===== config.mk =====
export PLATFORM = sky130hd
export DESIGN_NAME = analog_key_hysteresis_scanner_flat
export DESIGN_NICKNAME = d
export VERILOG_FILES = /design/src/rtl/akh_pkg.sv /design/src/rtl/akh_in_if.sv /design/src/rtl/akh_out_if.sv /design/src/rtl/analog_key_hysteresis_scanner.sv /design/src/rtl/akh_apb_regs.sv /design/src/rtl/akh_front.sv /design/src/rtl/akh_queue.sv /design/src/rtl/akh_report.sv /design/src/flat_wrapper.sv
export SDC_FILE = /design/constraint.sdc
export NUM_CORES = 1
export LEC_CHECK = 0
export BUFFER_PORTS_ARGS = -buffer_cell sky130_fd_sc_hd__buf_2
export CAP_MARGIN = 30
export CORE_MARGIN = 5
export CORE_UTILIZATION = 45
export CTS_BUF_LIST = sky130_fd_sc_hd__clkbuf_16
export DETAILED_ROUTE_END_ITERATION = 12
export GPL_ROUTABILITY_DRIVEN = 0
export HOLD_SLACK_MARGIN = 0.03
export SYNTH_ARGS = -nofsm -noshare
export SYNTH_HDL_FRONTEND = slang
export SYNTH_SLANG_ARGS = --single-unit

===== constraint.sdc =====
create_clock -name clk -period 12.3 [get_ports clk]
set_input_delay 0.615 -clock clk [delete_from_list [all_inputs] [get_ports clk]]
set_output_delay 0.615 -clock clk [all_outputs]
set_load 0.01 [all_outputs]

===== src/rtl/akh_pkg.sv =====
// ----------------------------------------------------------------------------
// akh_pkg
// Shared types, constants and register map of the analog key scanner.
// ----------------------------------------------------------------------------
package akh_pkg;

    localparam int KEY_COUNT        = 6;
    localparam int LEVEL_BITS       = 16;
    localparam int LEVEL_FIELD_BITS = 16;
    localparam int KEY_SLOTS        = 6;
    localparam int MASK_BITS        = 6;
    localparam int CODE_BITS        = 8;
    localparam int COUNT_BITS       = 16;
    localparam int SLOT_BITS        = $clog2(KEY_SLOTS + 1);

    localparam int APB_ADDR_BITS = 5;
    localparam int APB_DATA_BITS = 64;
    localparam int REG_IDX_BITS  = 2;

    localparam int Q_DEPTH     = 2;
    localparam int Q_PTR_BITS  = (Q_DEPTH > 1) ? $clog2(Q_DEPTH) : 1;
    localparam int Q_CNT_BITS  = $clog2(Q_DEPTH + 1);

    localparam logic [REG_IDX_BITS-1:0] REG_PRESS_DELTA   = 2'd0;
    localparam logic [REG_IDX_BITS-1:0] REG_RELEASE_DELTA = 2'd1;
    localparam logic [REG_IDX_BITS-1:0] REG_SETTLE_FRAMES = 2'd2;
    localparam logic [REG_IDX_BITS-1:0] REG_KEY_CODE_MAP  = 2'd3;

    localparam logic [7:0] KEYCODE_Z = 8'h1D;
    localparam logic [7:0] KEYCODE_X = 8'h1B;
    localparam logic [7:0] KEYCODE_C = 8'h06;
    localparam logic [7:0] KEYCODE_V = 8'h19;
    localparam logic [7:0] KEYCODE_B = 8'h05;
    localparam logic [7:0] KEYCODE_N = 8'h11;

    localparam logic [15:0] PRESS_DELTA_RESET   = 16'd200;
    localparam logic [15:0] RELEASE_DELTA_RESET = 16'd100;
    localparam logic [7:0]  SETTLE_FRAMES_RESET = 8'd8;
    localparam logic [47:0] KEY_CODE_MAP_RESET  =
        {KEYCODE_N, KEYCODE_B, KEYCODE_V, KEYCODE_C, KEYCODE_X, KEYCODE_Z};

    typedef enum logic [2:0] {
        KIND_FRAME   = 3'd0,
        KIND_PEER    = 3'd1,
        KIND_RECAL   = 3'd2,
        KIND_ENABLE  = 3'd3,
        KIND_DISABLE = 3'd4
    } kind_t;

    typedef struct packed {
        logic [15:0] press_delta;
        logic [15:0] release_delta;
        logic [7:0]  settle_frames;
        logic [47:0] key_code_map;
    } cfg_t;

    typedef struct packed {
        logic [MASK_BITS-1:0]  bits;
        logic [MASK_BITS-1:0]  own;
        logic [MASK_BITS-1:0]  peer;
        logic [COUNT_BITS-1:0] count;
    } report_t;

endpackage


===== src/rtl/akh_in_if.sv =====
// ----------------------------------------------------------------------------
// akh_in_if
// Request channel into the scanner: frames, peer updates and events.
// ----------------------------------------------------------------------------
interface akh_in_if;
    logic        valid;
    logic        ready;
    logic [2:0]  kind;
    logic [15:0] level_0;
    logic [15:0] level_1;
    logic [15:0] level_2;
    logic [15:0] level_3;
    logic [15:0] level_4;
    logic [15:0] level_5;
    logic        peer_active;
    logic        host_ready;

    modport source (
        output valid, kind, level_0, level_1, level_2, level_3, level_4, level_5,
               peer_active, host_ready,
        input  ready
    );

    modport sink (
        input  valid, kind, level_0, level_1, level_2, level_3, level_4, level_5,
               peer_active, host_ready,
        output ready
    );
endinterface


===== src/rtl/akh_out_if.sv =====
// ----------------------------------------------------------------------------
// akh_out_if
// Report channel out of the scanner.
// ----------------------------------------------------------------------------
interface akh_out_if;
    logic        valid;
    logic        ready;
    logic [7:0]  code_0;
    logic [7:0]  code_1;
    logic [7:0]  code_2;
    logic [7:0]  code_3;
    logic [7:0]  code_4;
    logic [7:0]  code_5;
    logic [5:0]  pressed_mask;
    logic [5:0]  own_mask;
    logic [5:0]  peer_mask;
    logic [15:0] report_count;

    modport source (
        output valid, code_0, code_1, code_2, code_3, code_4, code_5,
               pressed_mask, own_mask, peer_mask, report_count,
        input  ready
    );

    modport sink (
        input  valid, code_0, code_1, code_2, code_3, code_4, code_5,
               pressed_mask, own_mask, peer_mask, report_count,
        output ready
    );
endinterface


===== src/rtl/analog_key_hysteresis_scanner.sv =====
// ----------------------------------------------------------------------------
// analog_key_hysteresis_scanner
// Six-key analog scanner with settle, baseline, press/release hysteresis,
// peer mask merging and change reports.
// ----------------------------------------------------------------------------
// A report passes from the front through the report queue and then the output
// register; the front updates all key state in the accepting cycle.
// Throughput: one request per cycle while the report queue is not full.
// A two-entry report queue lets the front keep going while the host stalls.
// Reset: rst_n clears all control state and loads register defaults at once;
// the baseline store holds no valid data until the first baseline frame.
module analog_key_hysteresis_scanner
    import akh_pkg::*;
(
    input  logic                     clk,
    input  logic                     rst_n,
    input  logic                     psel,
    input  logic                     penable,
    input  logic                     pwrite,
    input  logic [APB_ADDR_BITS-1:0] paddr,
    input  logic [APB_DATA_BITS-1:0] pwdata,
    output logic [APB_DATA_BITS-1:0] prdata,
    output logic                     pready,
    akh_in_if.sink                   in_ch,
    akh_out_if.source                out_ch
);

    cfg_t    cfg;
    logic    q_push;
    logic    q_pop;
    logic    q_full;
    logic    q_empty;
    report_t q_in;
    report_t q_out;

    akh_apb_regs u_regs (
        .clk     (clk),
        .rst_n   (rst_n),
        .psel    (psel),
        .penable (penable),
        .pwrite  (pwrite),
        .paddr   (paddr),
        .pwdata  (pwdata),
        .prdata  (prdata),
        .pready  (pready),
        .cfg     (cfg)
    );

    akh_front u_front (
        .clk    (clk),
        .rst_n  (rst_n),
        .cfg    (cfg),
        .in_ch  (in_ch),
        .q_full (q_full),
        .q_push (q_push),
        .q_data (q_in)
    );

    akh_queue u_queue (
        .clk       (clk),
        .rst_n     (rst_n),
        .push      (q_push),
        .push_data (q_in),
        .pop       (q_pop),
        .pop_data  (q_out),
        .full      (q_full),
        .empty     (q_empty)
    );

    akh_report u_report (
        .clk     (clk),
        .rst_n   (rst_n),
        .cfg     (cfg),
        .q_empty (q_empty),
        .q_data  (q_out),
        .q_pop   (q_pop),
        .out_ch  (out_ch)
    );

endmodule


===== src/rtl/akh_apb_regs.sv =====
// ----------------------------------------------------------------------------
// akh_apb_regs
// APB configuration registers: thresholds, settle count and keycode map.
// ----------------------------------------------------------------------------
module akh_apb_regs
    import akh_pkg::*;
(
    input  logic                     clk,
    input  logic                     rst_n,
    input  logic                     psel,
    input  logic                     penable,
    input  logic                     pwrite,
    input  logic [APB_ADDR_BITS-1:0] paddr,
    input  logic [APB_DATA_BITS-1:0] pwdata,
    output logic [APB_DATA_BITS-1:0] prdata,
    output logic                     pready,
    output cfg_t                     cfg
);

    logic [15:0]             press_delta_reg;
    logic [15:0]             release_delta_reg;
    logic [7:0]              settle_frames_reg;
    logic [47:0]             key_code_map_reg;
    logic [REG_IDX_BITS-1:0] reg_idx;
    logic                    wr_en;

    assign reg_idx = paddr[APB_ADDR_BITS-1:3];
    assign wr_en   = psel && penable && pwrite;
    assign pready  = 1'b1;

    always_ff @(posedge clk or negedge rst_n)
    begin
        if (!rst_n)
        begin
            press_delta_reg   <= PRESS_DELTA_RESET;
            release_delta_reg <= RELEASE_DELTA_RESET;
            settle_frames_reg <= SETTLE_FRAMES_RESET;
            key_code_map_reg  <= KEY_CODE_MAP_RESET;
        end
        else if (wr_en)
        begin
            case (reg_idx)
                REG_PRESS_DELTA:   press_delta_reg   <= pwdata[15:0];
                REG_RELEASE_DELTA: release_delta_reg <= pwdata[15:0];
                REG_SETTLE_FRAMES: settle_frames_reg <= pwdata[7:0];
                REG_KEY_CODE_MAP:  key_code_map_reg  <= pwdata[47:0];
                default:           ;
            endcase
        end
    end

    always_comb
    begin
        case (reg_idx)
            REG_PRESS_DELTA:   prdata = APB_DATA_BITS'(press_delta_reg);
            REG_RELEASE_DELTA: prdata = APB_DATA_BITS'(release_delta_reg);
            REG_SETTLE_FRAMES: prdata = APB_DATA_BITS'(settle_frames_reg);
            REG_KEY_CODE_MAP:  prdata = APB_DATA_BITS'(key_code_map_reg);
            default:           prdata = '0;
        endcase
    end

    assign cfg.press_delta   = press_delta_reg;
    assign cfg.release_delta = release_delta_reg;
    assign cfg.settle_frames = settle_frames_reg;
    assign cfg.key_code_map  = key_code_map_reg;

endmodule


===== src/rtl/akh_front.sv =====
// ----------------------------------------------------------------------------
// akh_front
// Accepts requests, runs settle, baseline and hysteresis per key, merges the
// peer mask and decides whether a report is due.
// ----------------------------------------------------------------------------
module akh_front
    import akh_pkg::*;
(
    input  logic      clk,
    input  logic      rst_n,
    input  cfg_t      cfg,
    akh_in_if.sink    in_ch,
    input  logic      q_full,
    output logic      q_push,
    output report_t   q_data
);

    logic                  enabled_reg, enabled_next;
    logic                  taken_reg, taken_next;
    logic [7:0]            settle_reg, settle_next;
    logic [MASK_BITS-1:0]  held_reg, held_next;
    logic [MASK_BITS-1:0]  peer_over_reg, peer_over_next;
    logic [MASK_BITS-1:0]  last_reg, last_next;
    logic [COUNT_BITS-1:0] count_reg, count_next;
    logic [LEVEL_BITS-1:0] base_reg [KEY_COUNT];
    logic                  base_load;
    logic [LEVEL_FIELD_BITS-1:0] lv_in [KEY_SLOTS];
    logic                  accept;
    kind_t                 kind;

    assign in_ch.ready = !q_full;
    assign accept      = in_ch.valid && !q_full;
    assign kind        = kind_t'(in_ch.kind);

    assign lv_in[0] = in_ch.level_0;
    assign lv_in[1] = in_ch.level_1;
    assign lv_in[2] = in_ch.level_2;
    assign lv_in[3] = in_ch.level_3;
    assign lv_in[4] = in_ch.level_4;
    assign lv_in[5] = in_ch.level_5;

    always_comb
    begin
        logic [LEVEL_BITS-1:0] lvl;
        logic [LEVEL_BITS-1:0] gap;
        logic [MASK_BITS-1:0]  own;
        logic [MASK_BITS-1:0]  peer;
        logic [MASK_BITS-1:0]  merged;
        logic [MASK_BITS-1:0]  over;
        logic [15:0]           thr;
        logic                  now;

        enabled_next   = enabled_reg;
        taken_next     = taken_reg;
        settle_next    = settle_reg;
        held_next      = held_reg;
        peer_over_next = peer_over_reg;
        last_next      = last_reg;
        count_next     = count_reg;
        base_load      = 1'b0;
        q_push         = 1'b0;
        q_data         = '0;
        own            = '0;
        over           = '0;
        thr            = cfg.press_delta >> 3;

        for (int k = 0; k < KEY_COUNT; k++)
        begin
            lvl  = lv_in[k][LEVEL_BITS-1:0];
            gap  = (lvl >= base_reg[k]) ? (lvl - base_reg[k]) : (base_reg[k] - lvl);
            now  = held_reg[k] ? (16'(gap) > cfg.release_delta)
                               : (16'(gap) > cfg.press_delta);
            own[k]  = now;
            over[k] = lv_in[k] > thr;
        end

        peer   = in_ch.peer_active ? peer_over_reg : '0;
        merged = own | peer;

        if (accept)
        begin
            case (kind)
                KIND_FRAME:
                begin
                    if (settle_reg != 8'd0)
                    begin
                        settle_next = settle_reg - 8'd1;
                    end
                    else if (!taken_reg)
                    begin
                        base_load  = 1'b1;
                        taken_next = 1'b1;
                    end
                    else
                    begin
                        held_next = own;
                        if (enabled_reg && (merged != last_reg) && in_ch.host_ready)
                        begin
                            last_next    = merged;
                            count_next   = count_reg + 16'd1;
                            q_push       = 1'b1;
                            q_data.bits  = merged;
                            q_data.own   = own;
                            q_data.peer  = peer;
                            q_data.count = count_reg + 16'd1;
                        end
                    end
                end
                KIND_PEER:
                begin
                    peer_over_next = over;
                end
                KIND_RECAL:
                begin
                    taken_next  = 1'b0;
                    settle_next = cfg.settle_frames;
                end
                KIND_ENABLE:
                begin
                    enabled_next = 1'b1;
                end
                KIND_DISABLE:
                begin
                    enabled_next = 1'b0;
                    if (last_reg != '0)
                    begin
                        last_next = '0;
                        if (in_ch.host_ready)
                        begin
                            q_push       = 1'b1;
                            q_data.bits  = '0;
                            q_data.own   = held_reg;
                            q_data.peer  = '0;
                            q_data.count = count_reg;
                        end
                    end
                end
                default: ;
            endcase
        end
    end

    always_ff @(posedge clk or negedge rst_n)
    begin
        if (!rst_n)
        begin
            enabled_reg   <= 1'b0;
            taken_reg     <= 1'b0;
            settle_reg    <= SETTLE_FRAMES_RESET;
            held_reg      <= '0;
            peer_over_reg <= '0;
            last_reg      <= '0;
            count_reg     <= '0;
        end
        else
        begin
            enabled_reg   <= enabled_next;
            taken_reg     <= taken_next;
            settle_reg    <= settle_next;
            held_reg      <= held_next;
            peer_over_reg <= peer_over_next;
            last_reg      <= last_next;
            count_reg     <= count_next;
        end
    end

    always_ff @(posedge clk)
    begin
        if (base_load)
        begin
            for (int k = 0; k < KEY_COUNT; k++)
            begin
                base_reg[k] <= lv_in[k][LEVEL_BITS-1:0];
            end
        end
    end

endmodule


===== src/rtl/akh_queue.sv =====
// ----------------------------------------------------------------------------
// akh_queue
// Short report queue between the scan front and the report formatter.
// ----------------------------------------------------------------------------
module akh_queue
    import akh_pkg::*;
(
    input  logic    clk,
    input  logic    rst_n,
    input  logic    push,
    input  report_t push_data,
    input  logic    pop,
    output report_t pop_data,
    output logic    full,
    output logic    empty
);

    report_t               mem_reg [Q_DEPTH];
    logic [Q_PTR_BITS-1:0] wr_ptr_reg, wr_ptr_next;
    logic [Q_PTR_BITS-1:0] rd_ptr_reg, rd_ptr_next;
    logic [Q_CNT_BITS-1:0] cnt_reg, cnt_next;

    assign full     = (cnt_reg == Q_CNT_BITS'(Q_DEPTH));
    assign empty    = (cnt_reg == '0);
    assign pop_data = mem_reg[rd_ptr_reg];

    always_comb
    begin
        wr_ptr_next = wr_ptr_reg;
        rd_ptr_next = rd_ptr_reg;
        cnt_next    = cnt_reg;
        if (push)
        begin
            wr_ptr_next = (wr_ptr_reg == Q_PTR_BITS'(Q_DEPTH - 1)) ? '0
                                                                   : wr_ptr_reg + 1'b1;
        end
        if (pop)
        begin
            rd_ptr_next = (rd_ptr_reg == Q_PTR_BITS'(Q_DEPTH - 1)) ? '0
                                                                   : rd_ptr_reg + 1'b1;
        end
        if (push && !pop)
        begin
            cnt_next = cnt_reg + 1'b1;
        end
        else if (pop && !push)
        begin
            cnt_next = cnt_reg - 1'b1;
        end
    end

    always_ff @(posedge clk or negedge rst_n)
    begin
        if (!rst_n)
        begin
            wr_ptr_reg <= '0;
            rd_ptr_reg <= '0;
            cnt_reg    <= '0;
        end
        else
        begin
            wr_ptr_reg <= wr_ptr_next;
            rd_ptr_reg <= rd_ptr_next;
            cnt_reg    <= cnt_next;
        end
    end

    always_ff @(posedge clk)
    begin
        if (push)
        begin
            mem_reg[wr_ptr_reg] <= push_data;
        end
    end

    a_no_overflow: assert property (@(posedge clk) disable iff (!rst_n)
        push |-> (!full || pop))
        else $error("report queue written while full");

    a_no_underflow: assert property (@(posedge clk) disable iff (!rst_n)
        pop |-> !empty)
        else $error("report queue read while empty");

    a_count_step: assert property (@(posedge clk) disable iff (!rst_n)
        (push && !pop) |=> (cnt_reg == $past(cnt_reg) + 1'b1))
        else $error("report queue fill count did not advance");

endmodule


===== src/rtl/akh_report.sv =====
// ----------------------------------------------------------------------------
// akh_report
// Turns a queued key mask into a packed list of keycodes and holds it in the
// output register until the host side takes it.
// ----------------------------------------------------------------------------
module akh_report
    import akh_pkg::*;
(
    input  logic      clk,
    input  logic      rst_n,
    input  cfg_t      cfg,
    input  logic      q_empty,
    input  report_t   q_data,
    output logic      q_pop,
    akh_out_if.source out_ch
);

    logic                 valid_reg;
    logic [CODE_BITS-1:0] codes_reg [KEY_SLOTS];
    logic [CODE_BITS-1:0] codes_next [KEY_SLOTS];
    report_t              rep_reg;

    assign q_pop = !q_empty && (!valid_reg || out_ch.ready);

    always_comb
    begin
        logic [SLOT_BITS-1:0] slot;
        slot = '0;
        for (int n = 0; n < KEY_SLOTS; n++)
        begin
            codes_next[n] = '0;
        end
        for (int k = 0; k < KEY_COUNT; k++)
        begin
            if (q_data.bits[k] && (slot < SLOT_BITS'(KEY_SLOTS)))
            begin
                codes_next[slot] = cfg.key_code_map[CODE_BITS*k +: CODE_BITS];
                slot = slot + 1'b1;
            end
        end
    end

    always_ff @(posedge clk or negedge rst_n)
    begin
        if (!rst_n)
        begin
            valid_reg <= 1'b0;
        end
        else if (q_pop)
        begin
            valid_reg <= 1'b1;
        end
        else if (out_ch.ready)
        begin
            valid_reg <= 1'b0;
        end
    end

    always_ff @(posedge clk)
    begin
        if (q_pop)
        begin
            rep_reg <= q_data;
            for (int n = 0; n < KEY_SLOTS; n++)
            begin
                codes_reg[n] <= codes_next[n];
            end
        end
    end

    assign out_ch.valid        = valid_reg;
    assign out_ch.code_0       = codes_reg[0];
    assign out_ch.code_1       = codes_reg[1];
    assign out_ch.code_2       = codes_reg[2];
    assign out_ch.code_3       = codes_reg[3];
    assign out_ch.code_4       = codes_reg[4];
    assign out_ch.code_5       = codes_reg[5];
    assign out_ch.pressed_mask = rep_reg.bits;
    assign out_ch.own_mask     = rep_reg.own;
    assign out_ch.peer_mask    = rep_reg.peer;
    assign out_ch.report_count = rep_reg.count;

    a_empty_report_codes: assert property (@(posedge clk) disable iff (!rst_n)
        (valid_reg && (rep_reg.bits == '0)) |->
            ((codes_reg[0] == '0) && (codes_reg[5] == '0) && (rep_reg.peer == '0)))
        else $error("empty report carries keycodes");

endmodule

===== src/flat_wrapper.sv =====
// flat-port wrapper written by rule: the top's interface ports become plain ports
module analog_key_hysteresis_scanner_flat import akh_pkg::*;
  (clk, rst_n, psel, penable, pwrite, paddr, pwdata, prdata, pready, in_ch_valid, in_ch_kind, in_ch_level_0, in_ch_level_1, in_ch_level_2, in_ch_level_3, in_ch_level_4, in_ch_level_5, in_ch_peer_active, in_ch_host_ready, in_ch_ready, out_ch_valid, out_ch_code_0, out_ch_code_1, out_ch_code_2, out_ch_code_3, out_ch_code_4, out_ch_code_5, out_ch_pressed_mask, out_ch_own_mask, out_ch_peer_mask, out_ch_report_count, out_ch_ready);
  akh_in_if in_ch_i ();
  akh_out_if out_ch_i ();
  input  logic clk;
  input  logic rst_n;
  input  logic psel;
  input  logic penable;
  input  logic pwrite;
  input  logic [APB_ADDR_BITS-1:0] paddr;
  input  logic [APB_DATA_BITS-1:0] pwdata;
  output logic [APB_DATA_BITS-1:0] prdata;
  output logic pready;
  input wire logic [$bits(in_ch_i.valid)-1:0] in_ch_valid;
  input wire logic [$bits(in_ch_i.kind)-1:0] in_ch_kind;
  input wire logic [$bits(in_ch_i.level_0)-1:0] in_ch_level_0;
  input wire logic [$bits(in_ch_i.level_1)-1:0] in_ch_level_1;
  input wire logic [$bits(in_ch_i.level_2)-1:0] in_ch_level_2;
  input wire logic [$bits(in_ch_i.level_3)-1:0] in_ch_level_3;
  input wire logic [$bits(in_ch_i.level_4)-1:0] in_ch_level_4;
  input wire logic [$bits(in_ch_i.level_5)-1:0] in_ch_level_5;
  input wire logic [$bits(in_ch_i.peer_active)-1:0] in_ch_peer_active;
  input wire logic [$bits(in_ch_i.host_ready)-1:0] in_ch_host_ready;
  output wire logic [$bits(in_ch_i.ready)-1:0] in_ch_ready;
  output wire logic [$bits(out_ch_i.valid)-1:0] out_ch_valid;
  output wire logic [$bits(out_ch_i.code_0)-1:0] out_ch_code_0;
  output wire logic [$bits(out_ch_i.code_1)-1:0] out_ch_code_1;
  output wire logic [$bits(out_ch_i.code_2)-1:0] out_ch_code_2;
  output wire logic [$bits(out_ch_i.code_3)-1:0] out_ch_code_3;
  output wire logic [$bits(out_ch_i.code_4)-1:0] out_ch_code_4;
  output wire logic [$bits(out_ch_i.code_5)-1:0] out_ch_code_5;
  output wire logic [$bits(out_ch_i.pressed_mask)-1:0] out_ch_pressed_mask;
  output wire logic [$bits(out_ch_i.own_mask)-1:0] out_ch_own_mask;
  output wire logic [$bits(out_ch_i.peer_mask)-1:0] out_ch_peer_mask;
  output wire logic [$bits(out_ch_i.report_count)-1:0] out_ch_report_count;
  input wire logic [$bits(out_ch_i.ready)-1:0] out_ch_ready;
  assign in_ch_i.valid = in_ch_valid;
  assign in_ch_i.kind = in_ch_kind;
  assign in_ch_i.level_0 = in_ch_level_0;
  assign in_ch_i.level_1 = in_ch_level_1;
  assign in_ch_i.level_2 = in_ch_level_2;
  assign in_ch_i.level_3 = in_ch_level_3;
  assign in_ch_i.level_4 = in_ch_level_4;
  assign in_ch_i.level_5 = in_ch_level_5;
  assign in_ch_i.peer_active = in_ch_peer_active;
  assign in_ch_i.host_ready = in_ch_host_ready;
  assign in_ch_ready = in_ch_i.ready;
  assign out_ch_valid = out_ch_i.valid;
  assign out_ch_code_0 = out_ch_i.code_0;
  assign out_ch_code_1 = out_ch_i.code_1;
  assign out_ch_code_2 = out_ch_i.code_2;
  assign out_ch_code_3 = out_ch_i.code_3;
  assign out_ch_code_4 = out_ch_i.code_4;
  assign out_ch_code_5 = out_ch_i.code_5;
  assign out_ch_pressed_mask = out_ch_i.pressed_mask;
  assign out_ch_own_mask = out_ch_i.own_mask;
  assign out_ch_peer_mask = out_ch_i.peer_mask;
  assign out_ch_report_count = out_ch_i.report_count;
  assign out_ch_i.ready = out_ch_ready;
  analog_key_hysteresis_scanner u_core (.clk(clk), .rst_n(rst_n), .psel(psel), .penable(penable), .pwrite(pwrite), .paddr(paddr), .pwdata(pwdata), .prdata(prdata), .pready(pready), .in_ch(in_ch_i), .out_ch(out_ch_i));
endmodule

* Word-level counts from Yosys, hierarchy flattened
Memories as Yosys holds them, arrays and structs flattened.
Index checks and enable logic that the tools add are counted.
** Operators by class
- Multiplexer cells :: 80
- Reductions and logical operators :: 45
- $lt $le $gt $ge :: 39
- Add/subtract/negate cells :: 22
- Bitwise logic cells :: 7
- Eq/ne operators :: 14
** Operator list (number)
- $pmux 64 s4 :: 1
- $bwmux 48 :: 5
- $mux 48 :: 5
- $gt 16x16->1 :: 12
- $sub 16x16->16 :: 12
- $mux 34 :: 4
- $demux 8 s3 :: 5
- $ge 16x16->1 :: 6
- $gt 16x13->1 :: 6
- $mux 16 :: 6
- $pmux 34 s2 :: 1
- $mux 28 :: 2
- $mux 8 :: 7
- $mux 6 :: 5
- $mux 1 :: 28
- $ge 4x4->1 const B :: 5
- $lt 4x1->1 const B :: 5
- $not 3->4 :: 5
- $logic_and 1x1->1 :: 18
- $add 16x1->16 const B :: 1
- $pmux 8 s2 :: 1
- $lt 3x3->1 const B :: 5
- $add 3x1->3 const B :: 4
- $mux 3 :: 4
- other kinds (28) :: 54
** Word-level totals
- Memory bits (writable) :: 212
- Register bits :: 171
- Bits of input ports :: 177
- Logic and storage cells :: 229
- Output and inout bits :: 149
- Memories kept :: 3
** Memory list
- u_core.u_front.base_reg :: words 6, bits a word 16, read ports 6, clocked after Yosys merged registers in 0, write ports 6, RTL line akh_front.sv:25 : logic [LEVEL_BITS-1:0] base_reg [KEY_COUNT];
- u_core.u_queue.mem_reg :: words 2, bits a word 34, read ports 1, clocked after Yosys merged registers in 0, write ports 1, RTL line akh_queue.sv:18 : report_t mem_reg [Q_DEPTH];
- u_core.u_report.codes_reg :: words 6, bits a word 8, read ports 6, clocked after Yosys merged registers in 0, write ports 6, RTL line akh_report.sv:19 : logic [CODE_BITS-1:0] codes_reg [KEY_SLOTS];

* Logic depth before layout (Yosys ltp)
An unclocked memory read counts as a cell.
- Depth after elaboration :: 21
- Mapped depth :: 31
- Mapped depth without buffers :: 29

* Modules after synthesis
A second synthesis with hierarchy kept.
** Second synthesis, totals
- Cells, all modules :: 3270
- Area total of the unflattened synthesis :: 32545.0 um^2
** Modules (own cells, without submodules)
- akh_front :: sequential area each 3985.1 um^2, cells an instance 2453, area each 20628.5 um^2, times used 1
- akh_report :: sequential area each 2487.4 um^2, cells an instance 408, area each 5016.1 um^2, times used 1
- akh_apb_regs :: sequential area each 2232.1 um^2, cells an instance 287, area each 4108.9 um^2, times used 1
- akh_queue :: sequential area each 2142.1 um^2, cells an instance 122, area each 2791.4 um^2, times used 1

* Worst setup path before layout
Ideal clock, no wire load.
- Path kind :: input to register
- Start point :: input port in_ch_kind[1]
- End point :: memory u_core.u_front.base_reg[0][0] (enable)
- Path buffers :: 2
- Stages on the path :: 4
- Library setup time :: 0.785 ns
- Data required time :: 11.515 ns
- Path slack :: 1.016 ns
- Arrival :: 10.498 ns
- Cell sequence :: clkbuf_1 > or3_1 > clkbuf_1 > nor4_1
** RTL lines
- start, declared :: RTL line flat_wrapper.sv:16 : input wire logic [$bits(in_ch_i.kind)-1:0] in_ch_kind;
- end, declared :: RTL line akh_front.sv:25

==> metrics.txt <==
drt wl/cell 21.3 um; Initial Utilization 0.452; RSZ-0062 raised after global routing no; PortBufs 289; final worst path period share 0.655; CTS root buf clkbuf_16; Largest delay share family, worst path compound AO/OA/AOI/OAI gates; post-DP HPWL 71800 um; worst skew pair latency 620 ps; Hold Vio Cnt, Final 0; CTS tree built; register area share after synthesis 0.343; H-tree lvl count 2; Slew @ Worst Pin 1100 ps; number of antenna violations at the first check in global routing 14; Post-CTS Setup Bufs 0; cts hold-fix bufs 0; Crit path top cell by count a21oi_1; Pre-Repair DR Iteration Count 6; pre-CTS setup slack 3840 ps; Hold Crit Class input port to asynchronous set/reset pin; Slew HR 0.262; Syn Std Cell Area 0.0316 mm^2; most frequent cells after synthesis ha_1, a21oi_1, inv_1; first-pass GRT wire length 147000 um; DRT antenna net count 0; critical path endpoint category register; Routed Wire Length 97000 um; final total power 5.20 mW; Synth Flop Type edfxtp_1; core area 0.0699 mm^2; post-synth cell types 90; critical path class register to register; Worst EP arrival 8350 ps; YS warnings 0; total gr overflow 0; Max Slew Vio Count 0; outcome completed; initial drt markers 1994; Startpoint Class register; fillers 6564; leakage 16.4 nW; clk sinks 383; most area-consuming cells after synthesis edfxtp_1, ha_1, dfrtp_1, mux2_2, a21oi_1; final setup margin 4250 ps; top-area cell type share of the netlist area 0.234; die area 0.0757 mm^2; fraction of layout cells with a size suffix above 1 0.168; Power Dens Cells 146 mW/mm^2; count leader, synth ha_1; Setup violations, final 0; number of vias per cell 5.73; vias in the first global route 24700; post-CTS sizing 0; clock skew 31.1 ps; area delta synth->final 12.9%; Peak VDD IR 0.113 mV; share of flip-flops with an asynchronous set or reset 0.358; vias after detailed routing 26100; number of synthesized flops with an enable pin 246; Final TNS setup 0 ps; Max-Cap Viols 0; Crit path required time 12600 ps; I/O pin total 326; Critical Path Stages 26; Yosys top cell by area edfxtp_1; crit path buf inv count 3; DP Area 0.0341 mm^2; Worst-path clk slew 60 ps; Die Y 275 um; Max Fclk 124 MHz; Post-Syn Area per Cell 9.57 um^2; CP Max Fanout 25; number of flip-flops under the largest register name 96; CP max-delay cell a2111oi_4; CP max stage delay 650 ps; DRC violations left 0; FF+latch count, synth 383; chip width 275 um; clk buf depth 3; TritonCTS buffer count 48; Mapped Cells 3303; largest net degree at the start of global routing 78; R2R depth 26; FP Rows 97; aggregate global-route resource usage 0.249; Period minus WS final 8050 ps; Final Net Count 4214; post-route cell area 0.0357 mm^2
## report_power, final
part / switching (mW) / internal, mW / leakage [nW] / total (mW)
registers: 0.246 / 1.67 / 4.05 / 1.91
logic: 1.12 / 0.729 / 11.6 / 1.85
clock network: 0.620 / 0.821 / 0.800 / 1.44
total: 1.99 / 3.22 / 16.4 / 5.20
## path summary, 6_finish.rpt
check | startpoint | end | slack, ps
max | u_core.u_front.base_reg[2][0] | u_core.u_queue.mem_reg[0][29] | 4250
min | rst_n | u_core.u_regs.key_code_map_reg[47] | 60
max reg2reg | u_core.u_front.base_reg[2][0] | u_core.u_queue.mem_reg[0][29] | 4250
min reg2reg | u_core.u_front.count_reg[15] | u_core.u_front.count_reg[15] | 510
max in group asynchronous | rst_n | u_core.u_regs.key_code_map_reg[10] | 10910
min in group clk | in_ch_level_5[15] | u_core.u_front.base_reg[5][15] | 210
## cell type report
cell class / count / area (um^2) / area share
multi-input cells: 2516 / 19200 / 0.538
flip-flops and latches: 383 / 10800 / 0.304
repair buffers: 323 / 1740 / 0.0488
clock buffers: 49 / 1230 / 0.0344
well taps: 940 / 1180 / 0.0330
inverters: 287 / 1080 / 0.0302
clock inverters: 41 / 388 / 0.0109
diodes: 9 / 22.5 / 0.000631
## routing by layer
| layer | routed length, um | global-route usage | vias to the layer above |
|---|---|---|---|
| li1 | - | - | 12600 |
| met1 | 42900 | 0.336 | 12400 |
| met2 | 45000 | 0.417 | 823 |
| met3 | 6700 | 0.0411 | 147 |
| met4 | 2360 | 0.0633 | 6 |
| met5 | 37 | 0 | - |
## cell usage in the layout (no fill, tap or decap), types with 22 or more instances in the layout
master	netlist	final
dfstp_2	25	25
nor2b_1	47	47
nor4_1	23	22
nand2_1	209	209
a21oi_1	313	313
and3_1	66	66
o21ai_0	191	191
o21a_1	25	25
nor3_1	54	53
a21o_1	96	96
inv_1	286	287
a22oi_1	38	38
xnor2_1	74	74
edfxtp_1	246	246
nor2_1	176	173
buf_4	19	31
mux2_2	141	141
o21bai_1	23	23
nand2b_1	36	36
o211ai_1	24	24
a31oi_1	27	27
nand3_1	71	71
xor2_1	31	31
clkbuf_16	0	49
nand4_1	60	60
ha_1	465	465
dfrtp_1	112	112
mux2i_1	71	71
buf_2	14	288
## kinds of logic (layout without fill, tap and decap cells)
family | count (synthesis) | count (layout) | synth area share
AO/OA/AOI/OAI | 895 | 895 | 0.179
AND/OR/NAND/NOR | 801 | 801 | 0.125
adder cells (fa/ha/maj) | 478 | 478 | 0.192
buffers and inverters | 419 | 700 | 0.0526
flip-flops | 383 | 383 | 0.343
multiplexers | 220 | 220 | 0.0784
XOR/XNOR | 105 | 105 | 0.0291
other | 2 | 26 | 0.000238
## per-stage QoR
stage               utilization  std cells  hold WS, ps
floorplan                     -       3318          319
global placement          0.486       4446          487
detailed placement        0.487       4449          487
CTS                       0.510       4539         65.2
global route              0.510       4543          105
finish                    0.511       4548         56.9
## worst reg2reg max path: cells and delay by family (launching register included)
family          cells  cell delay (ps)
compound gates     13             3620
fa+ha+maj           3              890
buf+inv             3              650
flops               1              350
simple gates        5             1500
mux                 2              710
Power figures use the tool's default switching activity.
